==> config.mk <==
export PLATFORM = sky130hd
export DESIGN_NAME = multi_slot_countdown_scheduler_unit
export DESIGN_NICKNAME = d
export VERILOG_FILES = /design/src/rtl/mscs_pkg.sv /design/src/rtl/mscs_alu.sv /design/src/rtl/multi_slot_countdown_scheduler_unit.sv
export VERILOG_INCLUDE_DIRS = /design/src /design/src/rtl
export SDC_FILE = /design/constraint.sdc
export NUM_CORES = 1
export LEC_CHECK = 0
export BUFFER_PORTS_ARGS = -buffer_cell sky130_fd_sc_hd__buf_2
export CELL_PAD_IN_SITES_DETAIL_PLACEMENT = 1
export CELL_PAD_IN_SITES_GLOBAL_PLACEMENT = 1
export CORE_ASPECT_RATIO = 1.75
export CORE_MARGIN = 2
export CORE_UTILIZATION = 53
export DETAILED_ROUTE_END_ITERATION = 10
export GPL_ROUTABILITY_DRIVEN = 0
export PLACE_DENSITY = 0.93
export SETUP_SLACK_MARGIN = 0.15
export SLEW_MARGIN = 5
export SYNTH_ARGS = -nofsm -noshare
export SYNTH_HDL_FRONTEND = slang
export SYNTH_HIERARCHICAL = 1
export SYNTH_SLANG_ARGS = --single-unit
==> constraint.sdc <==
create_clock -name clk -period 14.1 [get_ports clk]
set_input_delay 0 -clock clk [delete_from_list [all_inputs] [get_ports clk]]
set_output_delay 0 -clock clk [all_outputs]
set_load 0.01 [all_outputs]
==> src/rtl/multi_slot_countdown_scheduler_unit_assert.svh <==
// Assertion macros shared by the scheduler RTL.
// Each macro expects clk and rst_n in scope.
`ifndef MULTI_SLOT_COUNTDOWN_SCHEDULER_UNIT_ASSERT_SVH
`define MULTI_SLOT_COUNTDOWN_SCHEDULER_UNIT_ASSERT_SVH

// Consequent must hold in the same cycle as the antecedent.
`define MSCS_ASSERT_NOW(lbl, ante, cons, msg) \
  lbl: assert property (@(posedge clk) disable iff (!rst_n) (ante) |-> (cons)) else $error(msg);

// Consequent must hold in the cycle after the antecedent.
`define MSCS_ASSERT_NEXT(lbl, ante, cons, msg) \
  lbl: assert property (@(posedge clk) disable iff (!rst_n) (ante) |=> (cons)) else $error(msg);

`endif

==> src/rtl/mscs_pkg.sv <==
package mscs_pkg;

  // Defaults for the top-level parameters
  localparam int NUM_SLOTS_DEF   = 11;
  localparam int DELAY_WIDTH_DEF = 24;

  // Fixed field widths
  localparam int OPCODE_W = 2;
  localparam int SLOT_W   = 4;
  localparam int STEP_W   = 10;
  localparam int KIND_W   = 2;
  localparam int CLOCK_W  = 32;

  localparam logic [STEP_W-1:0] STEP_RESET = STEP_W'(1);

  typedef enum logic [OPCODE_W-1:0] {
    OP_TICK   = 2'd0,
    OP_ARM    = 2'd1,
    OP_CHANGE = 2'd2,
    OP_CANCEL = 2'd3
  } opcode_t;

  typedef enum logic [KIND_W-1:0] {
    EV_NONE    = 2'd0,
    EV_HANDLER = 2'd1,
    EV_PLAIN   = 2'd2
  } event_kind_t;

  typedef enum logic [2:0] {
    ST_IDLE = 3'b001,
    ST_SCAN = 3'b010,
    ST_DONE = 3'b100
  } state_t;

  typedef enum logic {
    MODE_ADD = 1'b0,
    MODE_SUB = 1'b1
  } alu_mode_t;

  // Status of the shared unit for a subtract pass
  typedef struct packed {
    logic active;
    logic expire;
  } alu_sts_t;

endpackage

==> src/rtl/mscs_alu.sv <==
module mscs_alu #(
  parameter int CNT_W = mscs_pkg::DELAY_WIDTH_DEF + 1
) (
  input  mscs_pkg::alu_mode_t          mode,
  input  logic [CNT_W-1:0]             opa,
  input  logic [mscs_pkg::STEP_W-1:0]  step,
  output logic [CNT_W-1:0]             result,
  output mscs_pkg::alu_sts_t           sts
);

  localparam int OP_W = ((CNT_W > mscs_pkg::STEP_W) ? CNT_W : mscs_pkg::STEP_W) + 1;

  logic [OP_W-1:0] a_ext;
  logic [OP_W-1:0] b_ext;
  logic [OP_W-1:0] sum;
  logic            ovf;
  logic            borrow;

  assign a_ext = OP_W'(opa);
  assign b_ext = OP_W'(step);

  // One adder serves both the load sum and the per-slot decrement
  assign sum    = (mode == mscs_pkg::MODE_SUB) ? (a_ext - b_ext) : (a_ext + b_ext);
  assign borrow = sum[OP_W-1];
  assign ovf    = |sum[OP_W-1:CNT_W];

  // Saturate the load sum; pass the difference otherwise
  always_comb begin
    if (mode == mscs_pkg::MODE_ADD && ovf) begin
      result = {CNT_W{1'b1}};
    end else begin
      result = sum[CNT_W-1:0];
    end
  end

  // Expire when the count is nonzero and no larger than the step
  assign sts.active = |opa;
  assign sts.expire = (|opa) && (borrow || (sum == '0));

endmodule

==> src/rtl/multi_slot_countdown_scheduler_unit.sv <==
// A tick walks every slot in ST_SCAN and gives its last result from ST_DONE;
// arm, change and cancel write the slot bank when accepted in ST_IDLE.
// Throughput: one item at a time; input stalls until a tick is done, with the
// single shared subtractor visiting one slot per cycle unless output stalls.
// Reset (rst_n low, synchronous): all slots, marks, reload value and clock clear,
// step returns to 1, and the output register empties.
`include "multi_slot_countdown_scheduler_unit_assert.svh"

module multi_slot_countdown_scheduler_unit #(
  parameter int NUM_SLOTS   = mscs_pkg::NUM_SLOTS_DEF,
  parameter int DELAY_WIDTH = mscs_pkg::DELAY_WIDTH_DEF
) (
  input  logic                              clk,
  input  logic                              rst_n,
  // Configuration
  input  logic                              cfg_we,
  input  logic [mscs_pkg::STEP_W-1:0]       cfg_wdata,
  // Input channel
  input  logic                              in_valid,
  output logic                              in_stall,
  input  logic [mscs_pkg::OPCODE_W-1:0]     in_opcode,
  input  logic [mscs_pkg::SLOT_W-1:0]       in_slot,
  input  logic [DELAY_WIDTH-1:0]            in_delay_ms,
  input  logic                              in_with_handler,
  // Result channel
  output logic                              out_valid,
  input  logic                              out_stall,
  output logic [mscs_pkg::KIND_W-1:0]       out_event_kind,
  output logic [mscs_pkg::SLOT_W-1:0]       out_slot_index,
  output logic                              out_clock_warning,
  output logic                              out_last
);

  localparam int CNT_W = DELAY_WIDTH + 1;
  localparam int IDX_W = (NUM_SLOTS > 1) ? $clog2(NUM_SLOTS) : 1;
  localparam int CMP_W = ((IDX_W > mscs_pkg::SLOT_W) ? IDX_W : mscs_pkg::SLOT_W) + 1;
  localparam logic [IDX_W-1:0] LAST_IDX = IDX_W'(NUM_SLOTS - 1);

  mscs_pkg::state_t state_r, state_nxt;

  logic [CNT_W-1:0]             rem_r [NUM_SLOTS];
  logic                         hnd_r [NUM_SLOTS];
  logic [CNT_W-1:0]             reload_r, reload_nxt;
  logic [mscs_pkg::CLOCK_W-1:0] clock_r, clock_nxt;
  logic [mscs_pkg::STEP_W-1:0]  step_r, step_nxt;
  logic                         warn_r, warn_nxt;
  logic [IDX_W-1:0]             idx_r, idx_nxt;

  // Held expiry, waiting to learn whether another one follows
  logic                         pend_valid_r, pend_valid_nxt;
  mscs_pkg::event_kind_t        pend_kind_r, pend_kind_nxt;
  logic [IDX_W-1:0]             pend_idx_r, pend_idx_nxt;

  // Output register
  logic                         out_valid_r, out_valid_nxt;
  logic [mscs_pkg::KIND_W-1:0]  out_kind_r, out_kind_nxt;
  logic [mscs_pkg::SLOT_W-1:0]  out_idx_r, out_idx_nxt;
  logic                         out_warn_r, out_warn_nxt;
  logic                         out_last_r, out_last_nxt;

  logic                         in_beat;
  logic                         out_busy;
  logic                         slot_ok;
  logic [IDX_W-1:0]             in_idx;
  logic [CNT_W-1:0]             rd_cnt;
  logic                         rd_hnd;

  mscs_pkg::alu_mode_t          alu_mode;
  logic [CNT_W-1:0]             alu_opa;
  logic [CNT_W-1:0]             alu_res;
  mscs_pkg::alu_sts_t           alu_sts;

  logic                         wr_en;
  logic [IDX_W-1:0]             wr_idx;
  logic [CNT_W-1:0]             wr_cnt;
  logic                         wr_hnd_en;
  logic                         wr_hnd;

  assign in_stall = (state_r != mscs_pkg::ST_IDLE);
  assign in_beat  = in_valid && !in_stall;
  assign out_busy = out_valid_r && out_stall;
  assign slot_ok  = CMP_W'(in_slot) < CMP_W'(NUM_SLOTS);
  assign in_idx   = IDX_W'(in_slot);

  // Single read port into the slot bank
  assign rd_cnt = rem_r[idx_r];
  assign rd_hnd = hnd_r[idx_r];

  // Shared unit: load sum while idle, decrement while scanning
  assign alu_mode = (state_r == mscs_pkg::ST_SCAN) ? mscs_pkg::MODE_SUB : mscs_pkg::MODE_ADD;
  assign alu_opa  = (state_r == mscs_pkg::ST_SCAN) ? rd_cnt : CNT_W'(in_delay_ms);

  mscs_alu #(
    .CNT_W (CNT_W)
  ) u_alu (
    .mode   (alu_mode),
    .opa    (alu_opa),
    .step   (step_r),
    .result (alu_res),
    .sts    (alu_sts)
  );

  // Sequencer and bank write control
  always_comb begin
    state_nxt      = state_r;
    reload_nxt     = reload_r;
    clock_nxt      = clock_r;
    step_nxt       = cfg_we ? cfg_wdata : step_r;
    warn_nxt       = warn_r;
    idx_nxt        = idx_r;
    pend_valid_nxt = pend_valid_r;
    pend_kind_nxt  = pend_kind_r;
    pend_idx_nxt   = pend_idx_r;
    out_valid_nxt  = out_valid_r && out_stall;
    out_kind_nxt   = out_kind_r;
    out_idx_nxt    = out_idx_r;
    out_warn_nxt   = out_warn_r;
    out_last_nxt   = out_last_r;
    wr_en          = 1'b0;
    wr_idx         = idx_r;
    wr_cnt         = alu_res;
    wr_hnd_en      = 1'b0;
    wr_hnd         = 1'b0;

    unique case (state_r)
      mscs_pkg::ST_IDLE: begin
        if (in_beat) begin
          unique case (mscs_pkg::opcode_t'(in_opcode))
            mscs_pkg::OP_TICK: begin
              clock_nxt = clock_r + 1'b1;
              warn_nxt  = &clock_nxt[mscs_pkg::CLOCK_W-1:mscs_pkg::CLOCK_W/2];
              idx_nxt   = '0;
              state_nxt = mscs_pkg::ST_SCAN;
            end
            mscs_pkg::OP_ARM, mscs_pkg::OP_CHANGE: begin
              if (slot_ok) begin
                wr_en  = 1'b1;
                wr_idx = in_idx;
                wr_cnt = alu_res;
                if (in_idx == '0) begin
                  reload_nxt = alu_res;
                end
                if (in_opcode == mscs_pkg::OP_ARM) begin
                  wr_hnd_en = 1'b1;
                  wr_hnd    = in_with_handler;
                end
              end
            end
            mscs_pkg::OP_CANCEL: begin
              if (slot_ok) begin
                wr_en     = 1'b1;
                wr_idx    = in_idx;
                wr_cnt    = '0;
                wr_hnd_en = 1'b1;
                wr_hnd    = 1'b0;
              end
            end
            default: begin
            end
          endcase
        end
      end

      mscs_pkg::ST_SCAN: begin
        // Hold the walk if a second expiry finds the output still full
        if (!(alu_sts.expire && pend_valid_r && out_busy)) begin
          if (alu_sts.expire) begin
            wr_en     = 1'b1;
            wr_idx    = idx_r;
            wr_hnd_en = 1'b1;
            if (idx_r == '0) begin
              wr_cnt = reload_r;
              wr_hnd = rd_hnd;
            end else begin
              wr_cnt = '0;
              wr_hnd = 1'b0;
            end
            if (pend_valid_r) begin
              out_valid_nxt = 1'b1;
              out_kind_nxt  = pend_kind_r;
              out_idx_nxt   = mscs_pkg::SLOT_W'(pend_idx_r);
              out_warn_nxt  = warn_r;
              out_last_nxt  = 1'b0;
            end
            pend_valid_nxt = 1'b1;
            pend_kind_nxt  = rd_hnd ? mscs_pkg::EV_HANDLER : mscs_pkg::EV_PLAIN;
            pend_idx_nxt   = idx_r;
          end else if (alu_sts.active) begin
            wr_en  = 1'b1;
            wr_idx = idx_r;
            wr_cnt = alu_res;
          end
          if (idx_r == LAST_IDX) begin
            state_nxt = mscs_pkg::ST_DONE;
          end else begin
            idx_nxt = idx_r + 1'b1;
          end
        end
      end

      mscs_pkg::ST_DONE: begin
        // Drop the closing beat into the output once it is free
        if (!out_busy) begin
          out_valid_nxt  = 1'b1;
          out_warn_nxt   = warn_r;
          out_last_nxt   = 1'b1;
          if (pend_valid_r) begin
            out_kind_nxt = pend_kind_r;
            out_idx_nxt  = mscs_pkg::SLOT_W'(pend_idx_r);
          end else begin
            out_kind_nxt = mscs_pkg::EV_NONE;
            out_idx_nxt  = '0;
          end
          pend_valid_nxt = 1'b0;
          state_nxt      = mscs_pkg::ST_IDLE;
        end
      end

      default: begin
        state_nxt = mscs_pkg::ST_IDLE;
      end
    endcase
  end

  // Control and state registers
  always_ff @(posedge clk) begin
    if (!rst_n) begin
      state_r      <= mscs_pkg::ST_IDLE;
      reload_r     <= '0;
      clock_r      <= '0;
      step_r       <= mscs_pkg::STEP_RESET;
      idx_r        <= '0;
      pend_valid_r <= 1'b0;
      out_valid_r  <= 1'b0;
    end else begin
      state_r      <= state_nxt;
      reload_r     <= reload_nxt;
      clock_r      <= clock_nxt;
      step_r       <= step_nxt;
      idx_r        <= idx_nxt;
      pend_valid_r <= pend_valid_nxt;
      out_valid_r  <= out_valid_nxt;
    end
  end

  // Payload registers
  always_ff @(posedge clk) begin
    warn_r      <= warn_nxt;
    pend_kind_r <= pend_kind_nxt;
    pend_idx_r  <= pend_idx_nxt;
    out_kind_r  <= out_kind_nxt;
    out_idx_r   <= out_idx_nxt;
    out_warn_r  <= out_warn_nxt;
    out_last_r  <= out_last_nxt;
  end

  // Slot bank: counts and handler marks, one write per cycle
  always_ff @(posedge clk) begin
    if (!rst_n) begin
      for (int i = 0; i < NUM_SLOTS; i++) begin
        rem_r[i] <= '0;
        hnd_r[i] <= 1'b0;
      end
    end else begin
      if (wr_en) begin
        rem_r[wr_idx] <= wr_cnt;
      end
      if (wr_hnd_en) begin
        hnd_r[wr_idx] <= wr_hnd;
      end
    end
  end

  assign out_valid         = out_valid_r;
  assign out_event_kind    = out_kind_r;
  assign out_slot_index    = out_idx_r;
  assign out_clock_warning = out_warn_r;
  assign out_last          = out_last_r;

  `MSCS_ASSERT_NEXT(a_tick_starts_scan, in_beat && (in_opcode == mscs_pkg::OP_TICK), state_r == mscs_pkg::ST_SCAN, "accepted tick did not start a slot walk")
  `MSCS_ASSERT_NOW(a_idx_in_range, state_r == mscs_pkg::ST_SCAN, idx_r <= LAST_IDX, "slot walk index beyond last slot")
  `MSCS_ASSERT_NOW(a_idle_no_pending, state_r == mscs_pkg::ST_IDLE, !pend_valid_r, "expiry left pending while idle")
  `MSCS_ASSERT_NEXT(a_done_emits_last, (state_r == mscs_pkg::ST_DONE) && !out_busy, out_valid_r && out_last_r, "closing beat of a tick not marked last")

endmodule

==> impl_results.html <==
<table>
<tr><th>Metric</th><th>Value</th></tr>
<tr><th colspan="2">Run status</th></tr>
<tr><td>Outcome</td><td>complete, no violations</td></tr>
<tr><th colspan="2">Worst hold path</th></tr>
<tr><td>HP Start</td><td>in_valid</td></tr>
<tr><td>Worst Hold End</td><td>state_r[1]$_SDFFE_PN0P_</td></tr>
<tr><td>Min-delay worst type</td><td>input port to flop</td></tr>
<tr><td>Worst Hold Path Cells</td><td>3</td></tr>
<tr><th colspan="2">Timing</th></tr>
<tr><td>Number of hold-slack violations in the final timing report</td><td>0</td></tr>
<tr><td>Post-layout min period</td><td>10100 ps</td></tr>
<tr><td>Setup-failing EPs final</td><td>0</td></tr>
<tr><td>Relative slew slack</td><td>11.9%</td></tr>
<tr><td>Setup repair after global routing missed its margin</td><td>false</td></tr>
<tr><td>Final worst-path cycle share</td><td>71.6%</td></tr>
<tr><td>Maximum clock skew at final layout</td><td>48.2 ps</td></tr>
<tr><td>Final slew viol count</td><td>0</td></tr>
<tr><td>Total negative slack</td><td>0 ps</td></tr>
<tr><td>Upper clock frequency limit</td><td>99.1 MHz</td></tr>
<tr><td>Worst-Margin Slew</td><td>1320 ps</td></tr>
<tr><th colspan="2">Logic synthesis</th></tr>
<tr><td>Ys Warns</td><td>6</td></tr>
<tr><td>Post-synthesis area per instance</td><td>12.8 um2</td></tr>
<tr><td>Post-synthesis register bit count</td><td>511</td></tr>
<tr><td>Netlist cell types</td><td>69</td></tr>
<tr><td>Largest area contributor in the netlist</td><td>edfxtp_1</td></tr>
<tr><td>Mapped cell area</td><td>24000 um2</td></tr>
<tr><td>Most frequent cells after synthesis</td><td>edfxtp_1, nor2_1, mux4_2</td></tr>
<tr><td>Synth area leaders</td><td>edfxtp_1, mux4_2, dfxtp_1</td></tr>
<tr><td>Most instantiated flip-flop cell in the synthesis netlist</td><td>edfxtp_1</td></tr>
<tr><td>Sequential element share of the synthesized area</td><td>59.1%</td></tr>
<tr><td>Most frequently used cell type in the post-synthesis netlist</td><td>edfxtp_1</td></tr>
<tr><td>Proportion of synthesized flip-flops having asynchronous set or reset</td><td>0%</td></tr>
<tr><td>Post-synthesis cell count</td><td>1875</td></tr>
<tr><td>Total nets after synthesis</td><td>1957</td></tr>
<tr><td>EDFF count, synth</td><td>396</td></tr>
<tr><td>Area share of the largest cell type after synthesis</td><td>49.5%</td></tr>
<tr><th colspan="2">Die</th></tr>
<tr><td>Top-Level Pins</td><td>56</td></tr>
<tr><td>Core box area</td><td>45000 um2</td></tr>
<tr><td>Row Count</td><td>103</td></tr>
<tr><td>Starting density of the core</td><td>53.4%</td></tr>
<tr><td>Die Width</td><td>165 um</td></tr>
<tr><td>Die extent in y</td><td>286 um</td></tr>
<tr><td>Die ar.</td><td>47100 um2</td></tr>
<tr><th colspan="2">Global routing</th></tr>
<tr><td>Via count of the first global-routing pass</td><td>18591</td></tr>
<tr><td>Gr ovfl total</td><td>0</td></tr>
<tr><td>GRT Total Usage</td><td>36.9%</td></tr>
<tr><td>First-pass GRT wire length</td><td>125 mm</td></tr>
<tr><td>Number of antenna violations at the first check in global routing</td><td>11</td></tr>
<tr><td>Pin count of the biggest net entering global routing</td><td>70</td></tr>
<tr><th colspan="2">Critical path</th></tr>
<tr><td>Maximum fanout encountered on the critical timing path</td><td>66</td></tr>
<tr><td>Endpoint of the lowest-slack register-to-register path</td><td>rem_r[4][8]$_SDFFCE_PN0P_</td></tr>
<tr><td>Delay of the slowest critical-path stage</td><td>1030 ps</td></tr>
<tr><td>Flop2flop setup slack</td><td>4000 ps</td></tr>
<tr><td>Critical path capture point type</td><td>flop</td></tr>
<tr><td>Worst endpoint data arrival time</td><td>10120 ps</td></tr>
<tr><td>Start-to-end type of the worst setup path</td><td>flop to flop</td></tr>
<tr><td>Cell Chain, Critical Path</td><td>buf_4 &gt; mux4_2 &gt; mux4_2 &gt; mux2_2 &gt; ha_1 &gt; nand4_1 &gt; a21oi_1 &gt; o31ai_1 &gt; a21oi_1 &gt; a221oi_2 &gt; o31ai_1 &gt; xor2_1 &gt; nor2_1 &gt; a31o_2 &gt; o211a_1 &gt; o21ai_2 &gt; buf_4 &gt; nor2_1 &gt; nand2_1 &gt; nand2_1</td></tr>
<tr><td>CP Launch Type</td><td>flop</td></tr>
<tr><td>Cell with the largest stage delay on the worst path</td><td>nand2_1</td></tr>
<tr><td>Req. time, crit path</td><td>14130 ps</td></tr>
<tr><td>Number of cells on the worst reg-to-reg path</td><td>20</td></tr>
<tr><th colspan="2">Drt</th></tr>
<tr><td>Post-Route WL</td><td>85.5 mm</td></tr>
<tr><td>Antenna Violating Nets Remaining</td><td>0</td></tr>
<tr><td>Drt pass-1 iters</td><td>5</td></tr>
<tr><td>Number of remaining DRC errors</td><td>0</td></tr>
<tr><td>Post-detailed-route via-to-cell ratio</td><td>7.14</td></tr>
<tr><td>Routed length per placed instance</td><td>33.9 um</td></tr>
<tr><td>Total number of vias</td><td>17991</td></tr>
<tr><td>Drt first-iter violations</td><td>2430</td></tr>
<tr><th colspan="2">Clock network</th></tr>
<tr><td>Count of hold-fix buffers inserted at cts</td><td>24</td></tr>
<tr><td>Clock transition time at the flip-flop clock pins of the worst setup and hold paths</td><td>70 ps</td></tr>
<tr><td>Clock buffers created by TritonCTS</td><td>45</td></tr>
<tr><td>Clock buffer depth</td><td>3</td></tr>
<tr><td>Clock network latency to the later pin of the worst-skew pair</td><td>610 ps</td></tr>
<tr><td>H-tree lvl count</td><td>2</td></tr>
<tr><td># clock sinks</td><td>511</td></tr>
<tr><td>Resized Gates After CTS</td><td>0</td></tr>
<tr><td>Clk Tree Root Cell</td><td>clkbuf_16</td></tr>
<tr><td>TritonCTS clock tree</td><td>done</td></tr>
<tr><td>Postcts setup bufs</td><td>0</td></tr>
<tr><th colspan="2">Pwr</th></tr>
<tr><td>Cell-internal power</td><td>0.00245 W</td></tr>
<tr><td>Sw frac</td><td>25.3%</td></tr>
<tr><td>Seq pwr share</td><td>50.8%</td></tr>
<tr><td>Total power divided by cell area</td><td>124 nW/um2</td></tr>
<tr><td>Proportion of power drawn by the clock network</td><td>40.0%</td></tr>
<tr><td>Switching power</td><td>0.000829 W</td></tr>
<tr><td>Combinational cell fraction of total power</td><td>9.2%</td></tr>
<tr><td>Max rail drop VDD</td><td>0.109 mV</td></tr>
<tr><td>Leakage</td><td>9.17 nW</td></tr>
<tr><th colspan="2">Place</th></tr>
<tr><td>Placed wire-length estimate after detailed placement</td><td>51.6 mm</td></tr>
<tr><td>Post-placement cell area</td><td>24700 um2</td></tr>
<tr><td>Count of buffers inserted at the top-level ports</td><td>55</td></tr>
<tr><th colspan="2">Final layout</th></tr>
<tr><td>Area overhead of the layout relative to synthesis</td><td>10.3%</td></tr>
<tr><td>Fin area</td><td>26500 um2</td></tr>
<tr><td>Fraction of layout instances using a drive strength above 1</td><td>18.5%</td></tr>
<tr><td>Number of nets in the final layout</td><td>1986</td></tr>
<tr><td>Util after Layout</td><td>58.9%</td></tr>
<tr><th colspan="2">Run</th></tr>
<tr><td>Max-cap violations</td><td>0</td></tr>
</table>
-- worst max path at each step --
| stage | slack (ps) | from | end | cells after the start |
|---|---|---|---|---|
| 2_1_floorplan | 6520 | flop | rem_r[15][0]$_DFFE_PP_ | 23 |
| 3_3_place_gp | 5250 | flop | rem_r[3][0]$_SDFFCE_PN0P_ | 21 |
| 3_5_place_dp | 4730 | flop | rem_r[7][21]$_SDFFCE_PN0P_ | 21 |
| 4_1_cts | 4570 | flop | rem_r[0][5]$_SDFFCE_PN0P_ | 21 |
| 5_1_grt | 3740 | flop | rem_r[4][9]$_SDFFCE_PN0P_ | 21 |
| 6_report | 4000 | flop | rem_r[4][8]$_SDFFCE_PN0P_ | 20 |
-- critical path: cells and delay by family (launching register included) --
kind	cells	cell delay, ps
buffers and inverters	2	1290
flip-flops	1	760
AO/OA/AOI/OAI	8	2830
multiplexers	3	1230
XOR/XNOR	1	490
adder cells (fa/ha/maj)	1	430
AND/OR/NAND/NOR	5	2340
-- per-layer routing --
metal  wire length (um)  global-route usage, %
met5                 92                      0
met4               8360                   27.9
met3               9360                   11.0
met2              40900                   59.5
met1              26800                   40.9
-- placed cells by master (no fill, tap or decap), drive strengths merged, types with 24 or more instances in the layout --
master and n:
a211oi 28, a21oi 68, a22oi 27, buf 85, clkbuf 56, dfxtp 115
dlygate4sd3 24, edfxtp 396, ha 35, inv 53, mux2 27, mux4 129
nand2 138, nand3 30, nor2 349, o21ai 26, or2 28, xnor2 29
xor2 31
-- power groups by stage --
stage	sequential [W]	combinational [W]	clock [W]
after floorplan	0.00169	0.000165	0
after global placement	0.00169	0.000247	0
after detailed placement	0.00170	0.000262	0
after CTS	0.00167	0.000278	0.00130
after global routing	0.00167	0.000308	0.00135
final	0.00167	0.000303	0.00131
-- logic make-up after synthesis --
kind of cell               count (synthesis)  synth area share (%)
muxes                                    172                  14.0
and+or+nand+nor                          678                  12.9
adders and majority gates                 36                  1.91
buffers and inverters                    179                  3.17
DFF                                      511                  59.1
AOI/OAI and AO/OA                        239                  6.71
xor gates and xnor gates                  60                  2.19
-- state kept, by name, summed over array words and instances (netlist names), 2 cells and up, named ones only --
signal and cells:
clock_r 32, hnd_r 16, idx_r 4, out_event_kind 2
out_slot_index 4, pend_idx_r 4, pend_kind_r 2, reload_r 25
rem_r 400, state_r 3, step_r 10
-- per-stage QoR --
step	hold WS, ps	setup WS (ps)	instances	total power, W
finish	105	4000	2521	0.00328
floorplan	129	6520	1875	0.00185
detailed placement	248	4730	2410	0.00196
global placement	233	5250	2410	0.00194
CTS	109	4570	2516	0.00324
global route	122	3740	2518	0.00333
-- final cells by class --
type	instances	area (um2)
antenna	5	12.5
clock buffer	56	1190
tap	577	722
inverter	52	196
multi-input combinational	1185	9130
timing repair buffer	109	741
clock inverter	26	322
sequential	511	14200
fill	4266	18500
(Power assumes the default switching activity.)
